[src/hw/rtl/a8n1_pkg.sv]
// Package for the 8N1 bit-stream deframer: beat structs, status and op codes.
// No dependencies; imported by every deframer module.
package a8n1_pkg;

    localparam int unsigned SHIFT_W    = 17;
    localparam int unsigned GROUP_BITS = 10;
    localparam int unsigned MIN_LEN    = 8;
    localparam int unsigned LEN_EXTRA  = 3;
    localparam logic [3:0]  INITIAL_SKIP_RST = 4'd8;

    typedef enum logic [1:0] {
        ST_NEED     = 2'd0,
        ST_FRAMING  = 2'd1,
        ST_OVERFLOW = 2'd2,
        ST_DONE     = 2'd3
    } status_t;

    typedef enum logic {
        OP_FEED    = 1'b0,
        OP_RESTART = 1'b1
    } op_t;

    typedef struct packed {
        op_t        op;
        logic [7:0] wire_byte;
    } in_beat_t;

    typedef struct packed {
        status_t    status;
        logic       byte_valid;
        logic [7:0] data_byte;
        logic [5:0] byte_index;
    } out_beat_t;

endpackage

[src/hw/rtl/a8n1_core.sv]
// Deframer state and single-pass decode logic for one stream beat.
// Depends on a8n1_pkg.
module a8n1_core
    import a8n1_pkg::*;
#(
    parameter int unsigned MAX_FRAME = 32
) (
    input  logic      aclk,
    input  logic      aresetn,
    input  logic [3:0] initial_skip,
    input  logic      fire,
    input  in_beat_t  in_beat,
    output out_beat_t result
);

    localparam logic [5:0] MaxFrameW = 6'(MAX_FRAME);

    logic [SHIFT_W-1:0] bit_shift_reg, bit_shift_next;
    logic [4:0]         bits_held_reg, bits_held_next;
    logic [3:0]         skip_left_reg, skip_left_next;
    logic [5:0]         frame_total_reg, frame_total_next;
    logic [5:0]         write_pos_reg, write_pos_next;
    logic               halted_reg, halted_next;
    status_t            held_status_reg, held_status_next;

    logic [3:0]         keep;
    logic [7:0]         mask;
    logic [24:0]        shifted;
    logic [SHIFT_W-1:0] merged;
    logic [4:0]         held;
    logic [2:0]         offset;
    logic [9:0]         group;
    logic [7:0]         decoded;
    logic [4:0]         len;
    logic [5:0]         ft_new;
    logic [5:0]         wp_inc;

    assign keep    = 4'd8 - {1'b0, skip_left_reg[2:0]};
    assign mask    = 8'((9'd1 << keep) - 9'd1);
    assign shifted = {8'd0, bit_shift_reg} << keep;
    assign merged  = shifted[SHIFT_W-1:0] | {9'd0, in_beat.wire_byte & mask};
    assign held    = bits_held_reg + {1'b0, keep};
    assign offset  = 3'(held - 5'(GROUP_BITS));
    assign group   = 10'(merged >> offset);
    assign decoded = {group[1], group[2], group[3], group[4],
                      group[5], group[6], group[7], group[8]};
    assign len     = decoded[4:0];
    assign ft_new  = {1'b0, len} + 6'(LEN_EXTRA);
    assign wp_inc  = write_pos_reg + 6'd1;

    always_comb begin
        bit_shift_next   = bit_shift_reg;
        bits_held_next   = bits_held_reg;
        skip_left_next   = skip_left_reg;
        frame_total_next = frame_total_reg;
        write_pos_next   = write_pos_reg;
        halted_next      = halted_reg;
        held_status_next = held_status_reg;
        result           = '{status: ST_NEED, byte_valid: 1'b0,
                             data_byte: 8'd0, byte_index: 6'd0};
        if (fire) begin
            if (in_beat.op == OP_RESTART) begin
                bit_shift_next   = '0;
                bits_held_next   = '0;
                skip_left_next   = initial_skip;
                frame_total_next = '0;
                write_pos_next   = '0;
                halted_next      = 1'b0;
                held_status_next = ST_NEED;
            end else if (halted_reg) begin
                result.status = held_status_reg;
            end else if (skip_left_reg[3]) begin
                skip_left_next = skip_left_reg - 4'd8;
            end else begin
                bit_shift_next = merged;
                bits_held_next = held;
                skip_left_next = '0;
                if (held >= 5'(GROUP_BITS)) begin
                    bits_held_next = held - 5'(GROUP_BITS);
                    if (group[9] || !group[0]) begin
                        result.status = ST_FRAMING;
                    end else if (write_pos_reg >= MaxFrameW) begin
                        result.status = ST_OVERFLOW;
                    end else begin
                        result.byte_valid = 1'b1;
                        result.data_byte  = decoded;
                        result.byte_index = write_pos_reg;
                        write_pos_next    = wp_inc;
                        if (write_pos_reg == 6'd0) begin
                            if (len < 5'(MIN_LEN)) begin
                                result.status = ST_FRAMING;
                            end else begin
                                frame_total_next = ft_new;
                                if (ft_new > MaxFrameW) begin
                                    result.status = ST_OVERFLOW;
                                end else if (wp_inc >= ft_new) begin
                                    result.status = ST_DONE;
                                end
                            end
                        end else if (frame_total_reg != 6'd0 && wp_inc >= frame_total_reg) begin
                            result.status = ST_DONE;
                        end
                    end
                end
                if (result.status != ST_NEED) begin
                    halted_next      = 1'b1;
                    held_status_next = result.status;
                end
            end
        end
    end

    always_ff @(posedge aclk) begin
        if (!aresetn) begin
            bit_shift_reg   <= '0;
            bits_held_reg   <= '0;
            skip_left_reg   <= INITIAL_SKIP_RST;
            frame_total_reg <= '0;
            write_pos_reg   <= '0;
            halted_reg      <= 1'b0;
            held_status_reg <= ST_NEED;
        end else begin
            bit_shift_reg   <= bit_shift_next;
            bits_held_reg   <= bits_held_next;
            skip_left_reg   <= skip_left_next;
            frame_total_reg <= frame_total_next;
            write_pos_reg   <= write_pos_next;
            halted_reg      <= halted_next;
            held_status_reg <= held_status_next;
        end
    end

    a_held_bound: assert property (@(posedge aclk) disable iff (!aresetn)
        bits_held_reg < 5'(GROUP_BITS))
        else $error("bits_held exceeds one group");

    a_halt_freeze: assert property (@(posedge aclk) disable iff (!aresetn)
        fire && in_beat.op == OP_FEED && halted_reg |=>
            $stable(write_pos_reg) && $stable(bits_held_reg) && halted_reg)
        else $error("state moved while halted");

    a_byte_pos: assert property (@(posedge aclk) disable iff (!aresetn)
        result.byte_valid |-> fire && !halted_reg && result.byte_index == write_pos_reg)
        else $error("byte reported outside a live feed beat");

    a_restart: assert property (@(posedge aclk) disable iff (!aresetn)
        fire && in_beat.op == OP_RESTART |=>
            write_pos_reg == 6'd0 && bits_held_reg == 5'd0 && !halted_reg)
        else $error("restart did not clear state");

endmodule

[src/hw/rtl/async_8n1_bitstream_deframer_unit.sv]
// Top level of the 8N1 bit-stream deframer: input register, decode core, result register.
// Depends on a8n1_pkg and a8n1_core.
//
//   port group   dir   handshake         payload
//   s_*          in    s_valid/s_ready   in_beat_t  (op, wire_byte)
//   m_*          out   m_valid/m_ready   out_beat_t (status, byte_valid, data_byte, byte_index)
//   cfg_*        in    cfg_wr_en         initial_skip (4 bits)
//
// One beat per cycle while the result side does not stall; an accepted beat goes into the
// input register, then through the core into the result register, which drives m_valid.
// The decode of one beat is a single pass through the core between the two registers.
// Reset clears the pipeline, sets initial_skip to 8 and restarts the deframer state.
// A stalled result holds in the result register; the input register takes the next
// beat whenever the result register frees up in the same cycle.
module async_8n1_bitstream_deframer_unit
    import a8n1_pkg::*;
#(
    parameter int unsigned MAX_FRAME = 32
) (
    input  logic      aclk,
    input  logic      aresetn,
    input  logic      cfg_wr_en,
    input  logic [3:0] cfg_wr_data,
    input  logic      s_valid,
    output logic      s_ready,
    input  in_beat_t  s_data,
    output logic      m_valid,
    input  logic      m_ready,
    output out_beat_t m_data
);

    logic      in_valid_reg, in_valid_next;
    in_beat_t  in_beat_reg;
    logic      out_valid_reg, out_valid_next;
    out_beat_t out_beat_reg;
    logic [3:0] initial_skip_reg;
    logic      advance;
    out_beat_t core_result;

    assign advance = in_valid_reg && (!out_valid_reg || m_ready);
    assign s_ready = !in_valid_reg || advance;
    assign m_valid = out_valid_reg;
    assign m_data  = out_beat_reg;

    a8n1_core #(
        .MAX_FRAME(MAX_FRAME)
    ) u_core (
        .aclk        (aclk),
        .aresetn     (aresetn),
        .initial_skip(initial_skip_reg),
        .fire        (advance),
        .in_beat     (in_beat_reg),
        .result      (core_result)
    );

    always_comb begin
        in_valid_next = in_valid_reg;
        if (s_valid && s_ready) begin
            in_valid_next = 1'b1;
        end else if (advance) begin
            in_valid_next = 1'b0;
        end
        out_valid_next = out_valid_reg;
        if (advance) begin
            out_valid_next = 1'b1;
        end else if (m_ready) begin
            out_valid_next = 1'b0;
        end
    end

    always_ff @(posedge aclk) begin
        if (!aresetn) begin
            in_valid_reg     <= 1'b0;
            out_valid_reg    <= 1'b0;
            initial_skip_reg <= INITIAL_SKIP_RST;
        end else begin
            in_valid_reg  <= in_valid_next;
            out_valid_reg <= out_valid_next;
            if (cfg_wr_en) begin
                initial_skip_reg <= cfg_wr_data;
            end
        end
    end

    always_ff @(posedge aclk) begin
        if (s_valid && s_ready) begin
            in_beat_reg <= s_data;
        end
        if (advance) begin
            out_beat_reg <= core_result;
        end
    end

endmodule

[config.mk]
export PLATFORM = sky130hd
export DESIGN_NAME = async_8n1_bitstream_deframer_unit
export DESIGN_NICKNAME = d
export VERILOG_FILES = /design/src/hw/rtl/a8n1_pkg.sv /design/src/hw/rtl/a8n1_core.sv /design/src/hw/rtl/async_8n1_bitstream_deframer_unit.sv
export SDC_FILE = /design/constraint.sdc
export NUM_CORES = 1
export LEC_CHECK = 0
export ABC_AREA = 1
export BUFFER_PORTS_ARGS = -buffer_cell sky130_fd_sc_hd__buf_2
export CAP_MARGIN = 25
export CORE_ASPECT_RATIO = 0.5
export CORE_MARGIN = 3
export CORE_UTILIZATION = 58
export CTS_CLUSTER_DIAMETER = 80
export DETAILED_ROUTE_END_ITERATION = 6
export PLACE_DENSITY = 0.87
export SETUP_SLACK_MARGIN = 0.3
export SLEW_MARGIN = 10
export SYNTH_ARGS = -nofsm -noshare
export SYNTH_HDL_FRONTEND = slang
export SYNTH_HIERARCHICAL = 1
export SYNTH_SLANG_ARGS = --single-unit
[constraint.sdc]
create_clock -name aclk -period 5.7 [get_ports aclk]
set_input_delay 0.285 -clock aclk [delete_from_list [all_inputs] [get_ports aclk]]
set_output_delay 0.285 -clock aclk [all_outputs]
set_load 0.005 [all_outputs]
# Word-level counts from Yosys, hierarchy flattened
# Cells that the tools add are included.
totals:
  reg_bits: 73
  in_bits: 18
  out_inout_bits: 19
  word_cells: 114
classes:
  n_addsub: 7
  n_lt_le_gt_ge: 6
  n_eq_ne: 5
  shift: 3
  mux: 52
  bitwise_logic: 2
  n_reduce_logical: 23
op_table:
  columns: ["operator", "n"]
  rows:
  - ["$mux W17", 9]
  - ["$mux W6", 14]
  - ["$mux W15", 2]
  - ["$mux W2", 12]
  - ["$mux W5", 4]
  - ["$or A17 B8 Y17", 1]
  - ["$shl A17 B4 Y17", 1]
  - ["$shr A17 B3 Y10", 1]
  - ["$ge A6 B6 Y1", 2]
  - ["$mux W4", 3]
  - ["$reduce_bool A2 Y1", 6]
  - ["$ne A2 B2 Y1 const B", 5]
  - ["$and A8 B8 Y8", 1]
  - ["$mux W1", 8]
  - ["$reduce_and A8 Y1", 1]
  - ["$shl A1 B4 Y8 const A", 1]
  - ["$sub A8 B1 Y8 const B", 1]
  - ["$add A5 B2 Y6 const B", 1]
  - ["$add A6 B1 Y6 const B", 1]
  - ["$ge A6 B6 Y1 const B", 1]
  - ["$gt A6 B6 Y1 const B", 1]
  - ["$logic_not A6 Y1", 1]
  - ["$reduce_and A6 Y1", 1]
  - ["$reduce_bool A6 Y1", 1]
  - ["13 further kinds", 19]

# Longest topological paths before layout
depth:
  depth_word: 24
  ltp_mapped: 39
  mapped_depth_nobuf: 37

# By module
# Netlist, hierarchy kept.
modules_own_cells:
  columns: ["module", "instances", "cells_each", "area_per_inst_um2", "seq_area_each_um2"]
  rows:
  - ["a8n1_core", 1, 646, 3970.1, 820.8]
  - ["async_8n1_bitstream_deframer_unit", 1, 56, 1009.7, 900.9]

# Worst setup path after synthesis
# No wires, ideal clock.
synth_timing:
  path_type: "register to register"
  startpoint: "reg u_core.skip_left_reg[0]"
  endpoint: "reg out_beat_reg (netlist bit m_data[15]) (data pin)"
  setup_time_ns: 0.263
  t_arrival_ns: 4.638
  required_time_ns: 5.437
  setup_slack_ns: 0.799
  path_stages_with_launch: 32
  n_path_buf: 4
  synth_period_minus_slack_ns: 4.901
  path_cell_list: "dfxtp_1 inv_2 buf_2 ha_1 fa_1 clkbuf_1 clkinv_1 clkbuf_1 ha_1 buf_2 clkinv_1 nand3_1 nand2_2 nand2_2 inv_1 nor2_1 ha_1 o21ai_0 inv_1 o21ai_0 nand2_1 a21oi_1 or2_2 nand3_2 nand2_2 nand2_1 nand2_1 nand2_1 nand2_1 nand2_2 nand3_1 o21ai_0"
synth_between:
  elab_chain_cells: 21
  elab_cells_between_ends: 29
synth_rtl:
  columns: ["element", "line_no", "text"]
  rows:
  - ["from (decl)", "a8n1_core.sv:20", "logic [3:0] skip_left_reg, skip_left_next;"]
  - ["from (signal assigned)", "a8n1_core.sv:125", "skip_left_reg <= skip_left_next;"]
  - ["$sub A4 B3 Y4 (*)", "a8n1_core.sv:38", "assign keep = 4'd8 - {1'b0, skip_left_reg[2:0]};"]
  - ["branches (longest 13 deep; another with $add A5 B2 Y6)", null, null]
  - ["$mux W17 (*)", "a8n1_core.sv:78", "if (held >= 5'(GROUP_BITS)) begin"]
  - ["$mux W17 (*)", "a8n1_core.sv:72", "end else if (skip_left_reg[3]) begin"]
  - ["$mux W17 (*)", "a8n1_core.sv:70", "end else if (halted_reg) begin"]
  - ["$mux W17 (*)", "a8n1_core.sv:62", "if (in_beat.op == OP_RESTART) begin"]
  - ["$mux W17 (*)", "a8n1_core.sv:61", "if (fire) begin"]
  - ["$mux W17 (*)", "a8n1_core.sv:72", null]
  - ["$mux W2 (*)", "a8n1_core.sv:70", null]
  - ["to (signal assigned)", "async_8n1_bitstream_deframer_unit.sv:90", "out_beat_reg <= core_result;"]
  - ["to (decl)", "async_8n1_bitstream_deframer_unit.sv:35", "out_beat_t out_beat_reg;"]
# Every way passes the cells marked *. The select of a mux whose other input is x is not followed.
# A chain may end at the register's enable or synchronous reset.

# Final worst setup path
layout_timing:
  startpoint: "reg u_core.skip_left_reg[1]"
  endpoint: "reg out_beat_reg (netlist bit m_data[15]) (data pin)"
# The elaborated chain is that of the path after synthesis.

==> impl_results.md <==
* Setup Skew at 5.86 ps
* Yosys reg bits at 73
* Min-Delay Path Class: in -> reg
* Worst slack, placed at 373 ps
* Most frequent cells in the layout: nand2_1, nand3_1, inv_1, a21oi_1, dfxtp_1
* Placed Instances at 827
* HP Start: s_data[5]
* Buf/Inv on CP at 7
* Most common cell after layout, fill and taps aside: nand2_1
* Max_cap viols at 0
* Run status: completed
* H-tree Lvls at 3
* Layout cells sized above 1 at 16.6%
* Setup crit end kind: register
* # DRC at 0
* Vias in the first global route at 4,372
* Final setup fails at 0
* PnR worst setup slack at 672 ps
* Post-Synthesis Cells at 702
* CTS tree: done
* Final WL at around 13,000 um
* Area growth, synth to finish at 11.3%
* Synth area leaders: dfxtp_1, nand2_1, edfxtp_1
* Fin util at 67.8%
* DRT Pass-1 Iters at 6
* # clock sinks at between 70 and 80
* Via count at just under 5k
* Share of Yosys cell area claimed by the top area cell type at roughly a fifth
* Die area at 9800 um2
* Hold endpoint: in_beat_reg[5]$_DFFE_PP_
* Required @ worst endpoint at slightly below 6000 ps
* Global-route wire length before repair at 21,400 um
* Yosys cell types at 54
* Worst Tran Pin Value at 540 ps
* FILL cells at 703
* Initial Util at 60.9%
* Slew HR at 63.6%
* Die width at ~140 um
* Crit Path Class: reg -> reg
* Final-stage net count at 770
* Crit path top cell by count: nand2_1
* Die Span Y at 71.5 um
* CTS Buffer Depth at 2
* Reg2reg end: m_data[15]$_DFFE_PP_
* GRT Util Overall at between 20% and 30%
* Reg2Reg Depth at 29
* Cell Area, Placed at between 5000 and 6000 um2
* Worst setup startpoint: u_core/skip_left_reg[1]$_SDFFE_PN0P_
* I/O Pins at 37
* Pwr dens at between 200 and 300 nW/um2
* Worst R2R Setup Slack at 670 ps
* Ant diodes at 0
* Cell area after synthesis at ~5000 um2
* Peak VDD IR at 0.000166 V
* Crit path max-delay cell type: fa_1
* Largest net degree at the start of global routing at 27
* Initial antenna violation count at 0
* 1st-iter DRT viols at 582
* Worst path top cell family by delay: adder cells
* P_leak at about 2.3 nW
* Finished Cell Area at 5540 um2
* Tcrit/Tclk final at 88.2%
* Non-Filler Instances at 847
* CTS buffer count at 9
* Peak Freq at 0.199 GHz
* Max stage delay on crit path at 560 ps
* Worst skew pair latency at around 350 ps
* Routed vias/inst at 5.84
* Cell taking the most area after synthesis: dfxtp_1
* Core Area at 8170 um2
* Hold path depth at 1
* Final min period at around 5000 ps
* Post-route setup TNS at 0 ps
* Input/output buffers at 36
* Gpl congestion at about 0.97
* Startpoint Class: register
* Critical R2R Launch: u_core/skip_left_reg[1]$_SDFFE_PN0P_
* WL/cell at around 16 um
* CTS Hold Bufs at 0
* GR Overflow Total at 0
* RSZ-0062 raised after global routing: false
* Clk root buf: clkbuf_16
* Critical-path maximum fanout at 17
* ANT nets after route at 0
* Final Hold Fails at 0
* Clock Pin Slew Worst Setup and Hold Paths at 60 ps
* Site row count at 23
* Ys Warns at 6
* Max Slew Vio Count at 0
* Syn nets at 742
* CP arrival at between 5000 and 6000 ps
* Seq/Total Area, Yosys at 34.6%
* Dpl hpwl at 9320 um
* Syn avg cell area at 7.09 um2
layer usage:
layer	routed length, um	vias up	global-route usage, %
met5	0	-	0
met4	280	0	9.51
met1	5940	2268	38.9
met3	1100	42	7.08
met2	5880	227	41.8
li1	-	2406	-
power breakdown:
group	switching, mW	internal, mW	leakage [nW]	total (mW)
sequential	0.00931	0.555	0.632	0.565
combinational	0.175	0.0817	1.56	0.256
clock	0.229	0.340	0.143	0.570
metrics by stage:
| stage | power [mW] | hold WS [ps] |
|---|---|---|
| floorplan | 0.758 | 369 |
| global placement | 0.806 | 446 |
| global route | 1.45 | 107 |
| detailed placement | 0.816 | 460 |
| finish | 1.39 | 112 |
| CTS | 1.39 | 108 |
Yosys cell counts, drive strengths merged:
cell	count
a21o	1
clkbuf	11
a21oi	52
o21ai	27
nand3	125
a211oi	1
o211ai	1
nor2	45
a31oi	3
nor3	4
inv	58
xor2	6
nand4	6
o31ai	1
clkinv	4
nand3b	1
o21a	3
o221ai	1
conb	1
or2	1
nand2	227
a311oi	2
dfxtp	47
nor4	2
o22ai	1
a22oi	1
a211o	1
a21boi	1
edfxtp	26
fa	1
o311ai	1
ha	21
buf	18
a221o	1
logic make-up after synthesis:
logic type,count (synthesis),share of synthesized area [%]
other,1,0.0753
adder cells (fa/ha/maj),22,5.68
AND/OR/NAND/NOR,411,38.6
buffers and inverters,91,8.27
flip-flops,73,34.6
XOR/XNOR,6,1.21
AO/OA/AOI/OAI,98,11.6
how the worst max path moves through the flow:
stage	to	slack [ps]	cells past startpoint
finish	m_data[15]$_DFFE_PP_	670	29
global route	m_data[15]$_DFFE_PP_	300	29
CTS	m_data[15]$_DFFE_PP_	300	29
detailed placement	m_data[15]$_DFFE_PP_	370	29
global placement	m_data[15]$_DFFE_PP_	710	29
floorplan	m_data[15]$_DFFE_PP_	800	31
worst register-to-register path, delay by kind of cell, from the launching register on:
kind,cells,cell delay [ps]
flops,1,430
buf+inv,7,930
compound gates,4,510
fa+ha+maj,4,1530
simple gates,14,1370
cell type report:
| class | instances | area (um2) | share of cell area [%] |
|---|---|---|---|
| Clock buffer | 10 | 229 | 4.13 |
| Clock inverter | 6 | 68.8 | 1.24 |
| Inverter | 62 | 243 | 4.38 |
| Multi-Input combinational cell | 538 | 2860 | 51.6 |
| Sequential cell | 73 | 1720 | 31.1 |
| Tap cell | 112 | 140 | 2.53 |
| Timing Repair Buffer | 46 | 279 | 5.03 |
timing repair:
item,4_1_cts,5_1_grt
setup endpoints to repair,0,5
hold endpoints to repair,0,0
resized for setup,0,5
setup buffers,0,3
No activity file was read; power rests on OpenSTA's default activity.
